`src/sv/rctc_pkg.sv`:
```
// ----------------------------------------------------------------------------
// rctc_pkg
// Types, codes and display tables for the relay countdown timer controller.
// ----------------------------------------------------------------------------
package rctc_pkg;

  localparam int NUM_BUTTONS = 10;
  localparam int KEY_W       = 4;
  localparam int SEC_W       = 12;
  localparam int CNT_W       = 16;
  localparam int SEG_W       = 7;
  localparam int CFG_IDX_W   = 1;

  localparam logic [KEY_W-1:0] KEY_NONE   = KEY_W'(0);
  localparam logic [KEY_W-1:0] KEY_MANUAL = KEY_W'(NUM_BUTTONS);

  typedef enum logic [CFG_IDX_W-1:0] {
    CFG_TICKS_PER_SECOND = 1'b0,
    CFG_SPLASH_TICKS     = 1'b1
  } cfg_idx_t;

  localparam logic [CNT_W-1:0] TICKS_PER_SECOND_RST = 16'd1000;
  localparam logic [CNT_W-1:0] SPLASH_TICKS_RST     = 16'd3000;

  // minutes = ((seconds + 59) * 2185) >> 17, exact for seconds up to 3600
  localparam logic [SEC_W-1:0] MIN_ROUND  = 12'd59;
  localparam logic [SEC_W-1:0] MIN_RECIP  = 12'd2185;
  localparam int               MIN_SHIFT  = 17;
  localparam int               MIN_W      = 6;

  localparam logic [SEG_W-1:0] SEG_DARK  = 7'h00;
  localparam logic [SEG_W-1:0] SEG_O     = 7'h3F;
  localparam logic [SEG_W-1:0] SEG_N     = 7'h54;
  localparam logic [SEG_W-1:0] SEG_F     = 7'h71;

  typedef struct packed {
    logic [SEG_W-1:0] right;
    logic [SEG_W-1:0] middle;
    logic [SEG_W-1:0] left;
  } seg_disp_t;

  localparam seg_disp_t PAT_ON   = '{right: SEG_DARK, middle: SEG_N, left: SEG_O};
  localparam seg_disp_t PAT_OFF  = '{right: SEG_F, middle: SEG_F, left: SEG_O};
  localparam seg_disp_t PAT_ZERO = '{right: SEG_O, middle: SEG_O, left: SEG_O};

  function automatic logic [SEG_W-1:0] digit_seg(input logic [3:0] d);
    logic [SEG_W-1:0] s;
    unique case (d)
      4'd0:    s = 7'h3F;
      4'd1:    s = 7'h06;
      4'd2:    s = 7'h5B;
      4'd3:    s = 7'h4F;
      4'd4:    s = 7'h66;
      4'd5:    s = 7'h6D;
      4'd6:    s = 7'h7D;
      4'd7:    s = 7'h07;
      4'd8:    s = 7'h7F;
      4'd9:    s = 7'h6F;
      default: s = SEG_DARK;
    endcase
    return s;
  endfunction

  // Three digit pattern for a minute count below 64 (hundreds always 0).
  function automatic seg_disp_t minutes_pattern(input logic [MIN_W-1:0] q);
    logic [3:0]       tens;
    logic [MIN_W-1:0] base;
    logic [MIN_W-1:0] ones;
    seg_disp_t        p;
    priority if (q >= 6'd60) begin
      tens = 4'd6; base = 6'd60;
    end else if (q >= 6'd50) begin
      tens = 4'd5; base = 6'd50;
    end else if (q >= 6'd40) begin
      tens = 4'd4; base = 6'd40;
    end else if (q >= 6'd30) begin
      tens = 4'd3; base = 6'd30;
    end else if (q >= 6'd20) begin
      tens = 4'd2; base = 6'd20;
    end else if (q >= 6'd10) begin
      tens = 4'd1; base = 6'd10;
    end else begin
      tens = 4'd0; base = 6'd0;
    end
    ones     = q - base;
    p.left   = digit_seg(4'd0);
    p.middle = digit_seg(tens);
    p.right  = digit_seg(ones[3:0]);
    return p;
  endfunction

  // Preset countdown in seconds for keys 1 to 9; other keys load zero.
  function automatic logic [SEC_W-1:0] preset_seconds(input logic [KEY_W-1:0] key);
    logic [SEC_W-1:0] s;
    unique case (key)
      4'd1:    s = 12'd300;
      4'd2:    s = 12'd600;
      4'd3:    s = 12'd900;
      4'd4:    s = 12'd1200;
      4'd5:    s = 12'd1800;
      4'd6:    s = 12'd2400;
      4'd7:    s = 12'd2700;
      4'd8:    s = 12'd3000;
      4'd9:    s = 12'd3600;
      default: s = 12'd0;
    endcase
    return s;
  endfunction

endpackage

```
`src/sv/relay_countdown_timer_controller_core.sv`:
```
// ----------------------------------------------------------------------------
// relay_countdown_timer_controller_core
// Millisecond-tick relay timer: key presets, manual mode, 3-digit display.
// ----------------------------------------------------------------------------
// Takes one item per clock cycle, sustained while the output side is ready.
// Each item is one millisecond tick with a button sample and yields exactly
// one result item: the accepting edge loads the input register, and when the
// output side is ready the combinational state update moves it into the
// result register. The state update (tick counter, countdown, key edge pick,
// minute display) is one combinational pass, which sets that rate.
// Configuration writes are taken at any time and are meant to be issued
// only while the block is idle.
module relay_countdown_timer_controller_core
  import rctc_pkg::*;
(
  input  logic                   clk,
  input  logic                   rst_n,

  input  logic                   in_valid,
  output logic                   in_ready,
  input  logic [NUM_BUTTONS-1:0] in_buttons,

  output logic                   out_valid,
  input  logic                   out_ready,
  output logic                   out_relay_on,
  output logic [SEG_W-1:0]       out_seg_left,
  output logic [SEG_W-1:0]       out_seg_middle,
  output logic [SEG_W-1:0]       out_seg_right,
  output logic                   out_manual_active,
  output logic [KEY_W-1:0]       out_key_taken,

  input  logic                   cfg_valid,
  output logic                   cfg_ready,
  input  logic [CFG_IDX_W-1:0]   cfg_index,
  input  logic [CNT_W-1:0]       cfg_wdata
);

  // pipeline control
  logic                   s1_valid_r;
  logic [NUM_BUTTONS-1:0] s1_buttons_r;
  logic                   out_valid_r;
  logic                   advance;
  logic                   in_fire;
  logic                   cfg_fire;

  // configuration
  logic [CNT_W-1:0]       tps_r;

  // timer state
  logic [CNT_W-1:0]       tick_r,   tick_nxt;
  logic [SEC_W-1:0]       sec_r,    sec_nxt;
  logic                   relay_r,  relay_nxt;
  logic                   manual_r, manual_nxt;
  logic [NUM_BUTTONS-1:0] held_r,   held_nxt;
  seg_disp_t              shown_r,  shown_nxt;
  logic [CNT_W-1:0]       splash_r, splash_nxt;
  logic [KEY_W-1:0]       key_nxt;

  // result register
  logic                   res_relay_r;
  seg_disp_t              res_shown_r;
  logic                   res_manual_r;
  logic [KEY_W-1:0]       res_key_r;

  // datapath temporaries
  logic [CNT_W:0]         tick_inc;
  logic                   sec_wrap;
  logic [SEC_W-1:0]       sec_dec;
  logic [NUM_BUTTONS-1:0] edges;
  logic [NUM_BUTTONS-1:0] pick;
  logic [SEC_W-1:0]       min_x;
  logic [2*SEC_W-1:0]     min_prod;
  logic [MIN_W-1:0]       minutes;

  assign advance   = s1_valid_r && (!out_valid_r || out_ready);
  assign in_ready  = !s1_valid_r || advance;
  assign in_fire   = in_valid && in_ready;
  assign cfg_ready = 1'b1;
  assign cfg_fire  = cfg_valid && cfg_ready;

  assign out_valid         = out_valid_r;
  assign out_relay_on      = res_relay_r;
  assign out_seg_left      = res_shown_r.left;
  assign out_seg_middle    = res_shown_r.middle;
  assign out_seg_right     = res_shown_r.right;
  assign out_manual_active = res_manual_r;
  assign out_key_taken     = res_key_r;

  always_comb begin
    tick_nxt   = tick_r;
    sec_nxt    = sec_r;
    relay_nxt  = relay_r;
    manual_nxt = manual_r;
    held_nxt   = held_r;
    shown_nxt  = shown_r;
    splash_nxt = splash_r;
    key_nxt    = KEY_NONE;
    edges      = '0;
    pick       = '0;
    min_x      = '0;
    min_prod   = '0;
    minutes    = '0;

    // tick counter and seconds
    tick_inc = {1'b0, tick_r} + (CNT_W+1)'(1);
    sec_wrap = tick_inc >= {1'b0, tps_r};
    sec_dec  = (sec_r != '0) ? sec_r - SEC_W'(1) : sec_r;
    tick_nxt = sec_wrap ? '0 : tick_inc[CNT_W-1:0];
    sec_nxt  = sec_wrap ? sec_dec : sec_r;

    if (splash_r != '0) begin
      splash_nxt = splash_r - CNT_W'(1);
      held_nxt   = s1_buttons_r;
      if (splash_nxt == '0) begin
        shown_nxt = PAT_ZERO;
      end
    end else begin
      // lowest new press
      edges = s1_buttons_r & ~held_r;
      pick  = edges & (~edges + NUM_BUTTONS'(1));
      for (int i = 0; i < NUM_BUTTONS; i++) begin
        if (pick[i]) begin
          key_nxt = KEY_W'(i + 1);
        end
      end
      held_nxt = (held_r | pick) & s1_buttons_r;

      if (key_nxt == KEY_MANUAL) begin
        sec_nxt = '0;
        if (relay_r) begin
          relay_nxt  = 1'b0;
          manual_nxt = 1'b0;
          shown_nxt  = PAT_OFF;
        end else begin
          relay_nxt  = 1'b1;
          manual_nxt = 1'b1;
          shown_nxt  = PAT_ON;
        end
      end else if (key_nxt != KEY_NONE) begin
        manual_nxt = 1'b0;
        sec_nxt    = preset_seconds(key_nxt);
        relay_nxt  = 1'b1;
      end

      // remaining minutes, rounded up
      min_x    = sec_nxt + MIN_ROUND;
      min_prod = min_x * MIN_RECIP;
      minutes  = min_prod[MIN_SHIFT +: MIN_W];

      if (sec_nxt != '0 && !manual_nxt) begin
        shown_nxt = minutes_pattern(minutes);
      end else if (relay_nxt && !manual_nxt && sec_nxt == '0) begin
        relay_nxt = 1'b0;
        shown_nxt = PAT_OFF;
      end
    end
  end

  always_ff @(posedge clk) begin
    if (!rst_n) begin
      s1_valid_r  <= 1'b0;
      out_valid_r <= 1'b0;
      tps_r       <= TICKS_PER_SECOND_RST;
      tick_r      <= '0;
      sec_r       <= '0;
      relay_r     <= 1'b0;
      manual_r    <= 1'b0;
      held_r      <= '0;
      shown_r     <= PAT_ON;
      splash_r    <= SPLASH_TICKS_RST;
    end else begin
      if (in_fire) begin
        s1_valid_r <= 1'b1;
      end else if (advance) begin
        s1_valid_r <= 1'b0;
      end

      if (advance) begin
        out_valid_r <= 1'b1;
      end else if (out_ready) begin
        out_valid_r <= 1'b0;
      end

      if (cfg_fire) begin
        unique case (cfg_idx_t'(cfg_index))
          CFG_TICKS_PER_SECOND: tps_r <= cfg_wdata;
          CFG_SPLASH_TICKS: begin
            splash_r <= cfg_wdata;
            shown_r  <= (cfg_wdata != '0) ? PAT_ON : PAT_ZERO;
          end
          default: tps_r <= tps_r;
        endcase
      end else if (advance) begin
        tick_r   <= tick_nxt;
        sec_r    <= sec_nxt;
        relay_r  <= relay_nxt;
        manual_r <= manual_nxt;
        held_r   <= held_nxt;
        shown_r  <= shown_nxt;
        splash_r <= splash_nxt;
      end
    end
  end

  always_ff @(posedge clk) begin
    if (in_fire) begin
      s1_buttons_r <= in_buttons;
    end
    if (advance) begin
      res_relay_r  <= relay_nxt;
      res_shown_r  <= shown_nxt;
      res_manual_r <= manual_nxt & relay_nxt;
      res_key_r    <= key_nxt;
    end
  end

endmodule

```
`config.mk`:
```
export PLATFORM = sky130hd
export DESIGN_NAME = relay_countdown_timer_controller_core
export DESIGN_NICKNAME = d
export VERILOG_FILES = /design/src/sv/rctc_pkg.sv /design/src/sv/relay_countdown_timer_controller_core.sv
export SDC_FILE = /design/constraint.sdc
export NUM_CORES = 1
export LEC_CHECK = 0
export BUFFER_PORTS_ARGS = -buffer_cell sky130_fd_sc_hd__buf_4
export CAP_MARGIN = 20
export CORE_MARGIN = 10
export CORE_UTILIZATION = 51
export CTS_BUF_LIST = sky130_fd_sc_hd__clkbuf_2 sky130_fd_sc_hd__clkbuf_4 sky130_fd_sc_hd__clkbuf_8
export DETAILED_ROUTE_END_ITERATION = 7
export PLACE_DENSITY = 0.8
export SETUP_SLACK_MARGIN = 0.4
export SLEW_MARGIN = 30
export SYNTH_ARGS = -nofsm -noshare
export SYNTH_HDL_FRONTEND = slang
export SYNTH_SLANG_ARGS = --single-unit
```
`constraint.sdc`:
```
create_clock -name clk -period 25 [get_ports clk]
set_input_delay 2.5 -clock clk [delete_from_list [all_inputs] [get_ports clk]]
set_output_delay 2.5 -clock clk [all_outputs]
set_load 0.05 [all_outputs]
```
==> run metrics <==
RePlAce Congestion 0.927; Fmax 0.0850 GHz; Synth Warn # 0; Reg2Reg Depth 48; Worst Setup End Kind flip-flop; slew margin rel. 29.7%; cts repair resizes 0; Hold Path Stages 1; static leakage 4.66 nW; worst slew pin tran 1.05 ns; Slew Limit Fails 0; r2r startpoint tick_r[2]; Final setup viols 0; Post-Syn Area 0.0102 sq mm; ANT cells 0; leading area contributor after synthesis dfxtp_1; number of synthesized flops with an enable pin 37; critical path arrival 12.00 ns; Multi-input gate area 0.00663 sq mm; Post-Route WL 26600 microns; Syn Area/Cell 8.09 sq um; Power Density 85.8 mW/mm^2; Yosys cell types 96; chip width 161 microns; CP bufs+invs 4; status completed; I/O Buffers 60; most frequent cell after synthesis nand2_1; Storage cell area 0.00301 sq mm; first-pass GRT wire length 43900 microns; H-tree depth 4; worst-skew pair later-pin latency 0.47 ns; Synth area leaders dfxtp_1 (19%), ha_1 (12%), edfxtp_1 (11%); crit-path max cell delay 0.51 ns; register area share after synthesis 29.6%; setup TNS 0 ns; P_sw 0.000414 W; Area Overhead vs Synth 9.84%; worst flop-to-flop path endpoint out_seg_right[4]; Worst path slowest cell fa_1; CP top delay family compound AO/OA/AOI/OAI gates; Tcrit/Tclk final 47.1%; Final min period 11.77 ns; fraction of layout cells with a size suffix above 1 12.4%; kind of critical path flip-flop to flip-flop; Layout fillers 1786; clock buffer depth 2; drt drc 0; Synth async-reset ratio 0%; Yosys top cell area share 18.7%; DR pass1 iterations 7; Final Hold Vio Count 0; Gate power share 55.5%; Die Ht 161 microns; Setup WS post-layout 13.23 ns; hpwl dp 19500 microns; Synth Register Bits 132; worst vdd ir 0.0774 mV; Cells after Synth 1259; pin count of the biggest net entering global routing 54; setup bufs post-CTS 0; WHS Endpoint shown_r[1]; Switching Share 43.2%; pre-CTS WS 13.37 ns; CTS tree done; DIE AREA 0.0260 sq mm; Worst R2R Setup Slack 13.23 ns; Clock power frac 20.1%; WP data required 25.22 ns; routed vias/inst 6.09; total power 0.000959 W; Crit path top cell by count ha_1; worst hold margin 0.446 ns; Int Pwr 0.000545 W; Nets 1423; Antenna Nets Post-Route 0; initial core utilization 52.1%; vias 9523; gr usage total 19.9%; non-filler instance count after layout 1563; Num CTS Buffers 17; I/O pin total 62; Syn Nets 1397; HP Start shown_r[1]; # Max-Cap Violations 0; DR iter-0 viols 648; CTS Sinks 132; final global-route overflow total 0; critical path launch point type flip-flop; RSZ-0062 raised after global routing no; Max Clock Skew 0.0152 ns; wire length per cell 17.0 microns; Root Buffer clkbuf_8; CP max FO 13; Clock transition at path regs 0.09 ns; Reg power frac 24.4%; worst hold path type flip-flop to flip-flop; placeable core area 0.0195 sq mm; cell row count 51; Post-CTS Hold Buffers 0; Placed Instances 1531; commonest cells in the netlist nand2_1 (130), nor2_1 (115), a21oi_1 (114), ha_1 (98), dfxtp_1 (95); initial antenna violation count 0; number of global-route vias before repair 8888; Most used DFF post-synth dfxtp_1
[state kept, by name (all words and copies together), names as in the netlist, 7 cells and up]
name,flops
out_seg_right,7
sec_r,12
held_r,10
splash_r,16
tps_r,16
shown_r,21
out_seg_left,7
out_seg_middle,7
tick_r,16
s1_buttons_r,10
[worst reg2reg max path, delay by kind of cell (launching register included)]
family	cells	cell delay [ns]
muxes	1	0.35
AOI/OAI and AO/OA	16	3.61
DFF	1	0.44
and+or+nand+nor	15	3.20
xor gates and xnor gates	3	0.67
buffers and inverters	4	0.33
adders and majority gates	9	2.93
[cell usage in the layout (no fill, tap or decap), types with 5 or more instances in the layout]
cell,instances
nor3_1,34
dfxtp_1,95
or3_1,6
o21ai_0,76
o22ai_1,11
xor2_1,20
nand4_1,17
a211o_1,9
nor2b_1,12
o221a_2,7
and4_1,7
a22oi_1,10
o31ai_1,5
edfxtp_1,37
o211ai_1,13
o21a_1,14
clkbuf_8,17
nor4_1,16
a221oi_1,5
nor2_1,114
o21ai_1,10
a31oi_1,9
nand3_1,43
ha_1,98
a21oi_1,114
fa_1,8
nand3b_1,10
a211oi_1,9
and3_1,16
or2_2,18
a21o_1,16
nand2_1,130
clkinv_4,5
xnor2_1,15
inv_1,76
nand2b_1,15
and2_1,11
buf_4,65
[power by group through the flow]
| stage | clock, W | sequential [W] | combinational [W] |
|---|---|---|---|
| floorplan | 0 | 0.000243 | 0.000416 |
| global placement | 0 | 0.000238 | 0.000512 |
| detailed placement | 0 | 0.000239 | 0.000525 |
| CTS | 0.000194 | 0.000234 | 0.000528 |
| global route | 0.000204 | 0.000235 | 0.000602 |
| finish | 0.000193 | 0.000234 | 0.000533 |
[layer usage]
metal	vias up	GRT usage (%)	share of wire [%]
met5	-	0	0
met3	77	2.59	6.2
li1	4620	-	-
met4	0	9.02	3.1
met1	4451	25.8	44
met2	375	32.5	46
[per-stage QoR]
step,util [%],instance area [sq um]
floorplan,-,10200
global placement,55.1,10800
detailed placement,55.1,10800
CTS,57.3,11200
global route,57.3,11200
finish,57.3,11200
[cells by family after synthesis]
kind of cell / after synthesis / share of synthesized area, %
AO/OA/AOI/OAI: 365 / 23.8
XOR/XNOR: 35 / 3.01
adder cells (fa/ha/maj): 107 / 13.7
buffers and inverters: 136 / 5.35
flip-flops: 132 / 29.6
multiplexers: 8 / 0.873
other: 1 / 0.0368
AND/OR/NAND/NOR: 475 / 23.6
[worst max-delay path by stage]
stage                             to  cells after the start       from  slack (ns)
CTS                 out_seg_right[4]                     48  tick_r[2]       13.33
detailed placement  out_seg_right[4]                     48  tick_r[2]       13.37
finish              out_seg_right[4]                     48  tick_r[2]       13.23
global placement    out_seg_right[4]                     48  tick_r[2]       13.76
global route        out_seg_right[4]                     47  tick_r[2]       12.40
floorplan           out_seg_right[4]                     49  tick_r[2]       14.48
[cell type report]
| cell class | instances | area share (%) |
|---|---|---|
| Sequential cell | 132 | 26.9 |
| Tap cell | 265 | 2.96 |
| Multi-Input combinational cell | 991 | 59.3 |
| Timing Repair Buffer | 65 | 4.36 |
| Clock buffer | 19 | 2.23 |
| Inverter | 78 | 2.63 |
| Clock inverter | 13 | 1.56 |
(Power assumes the default switching activity.)
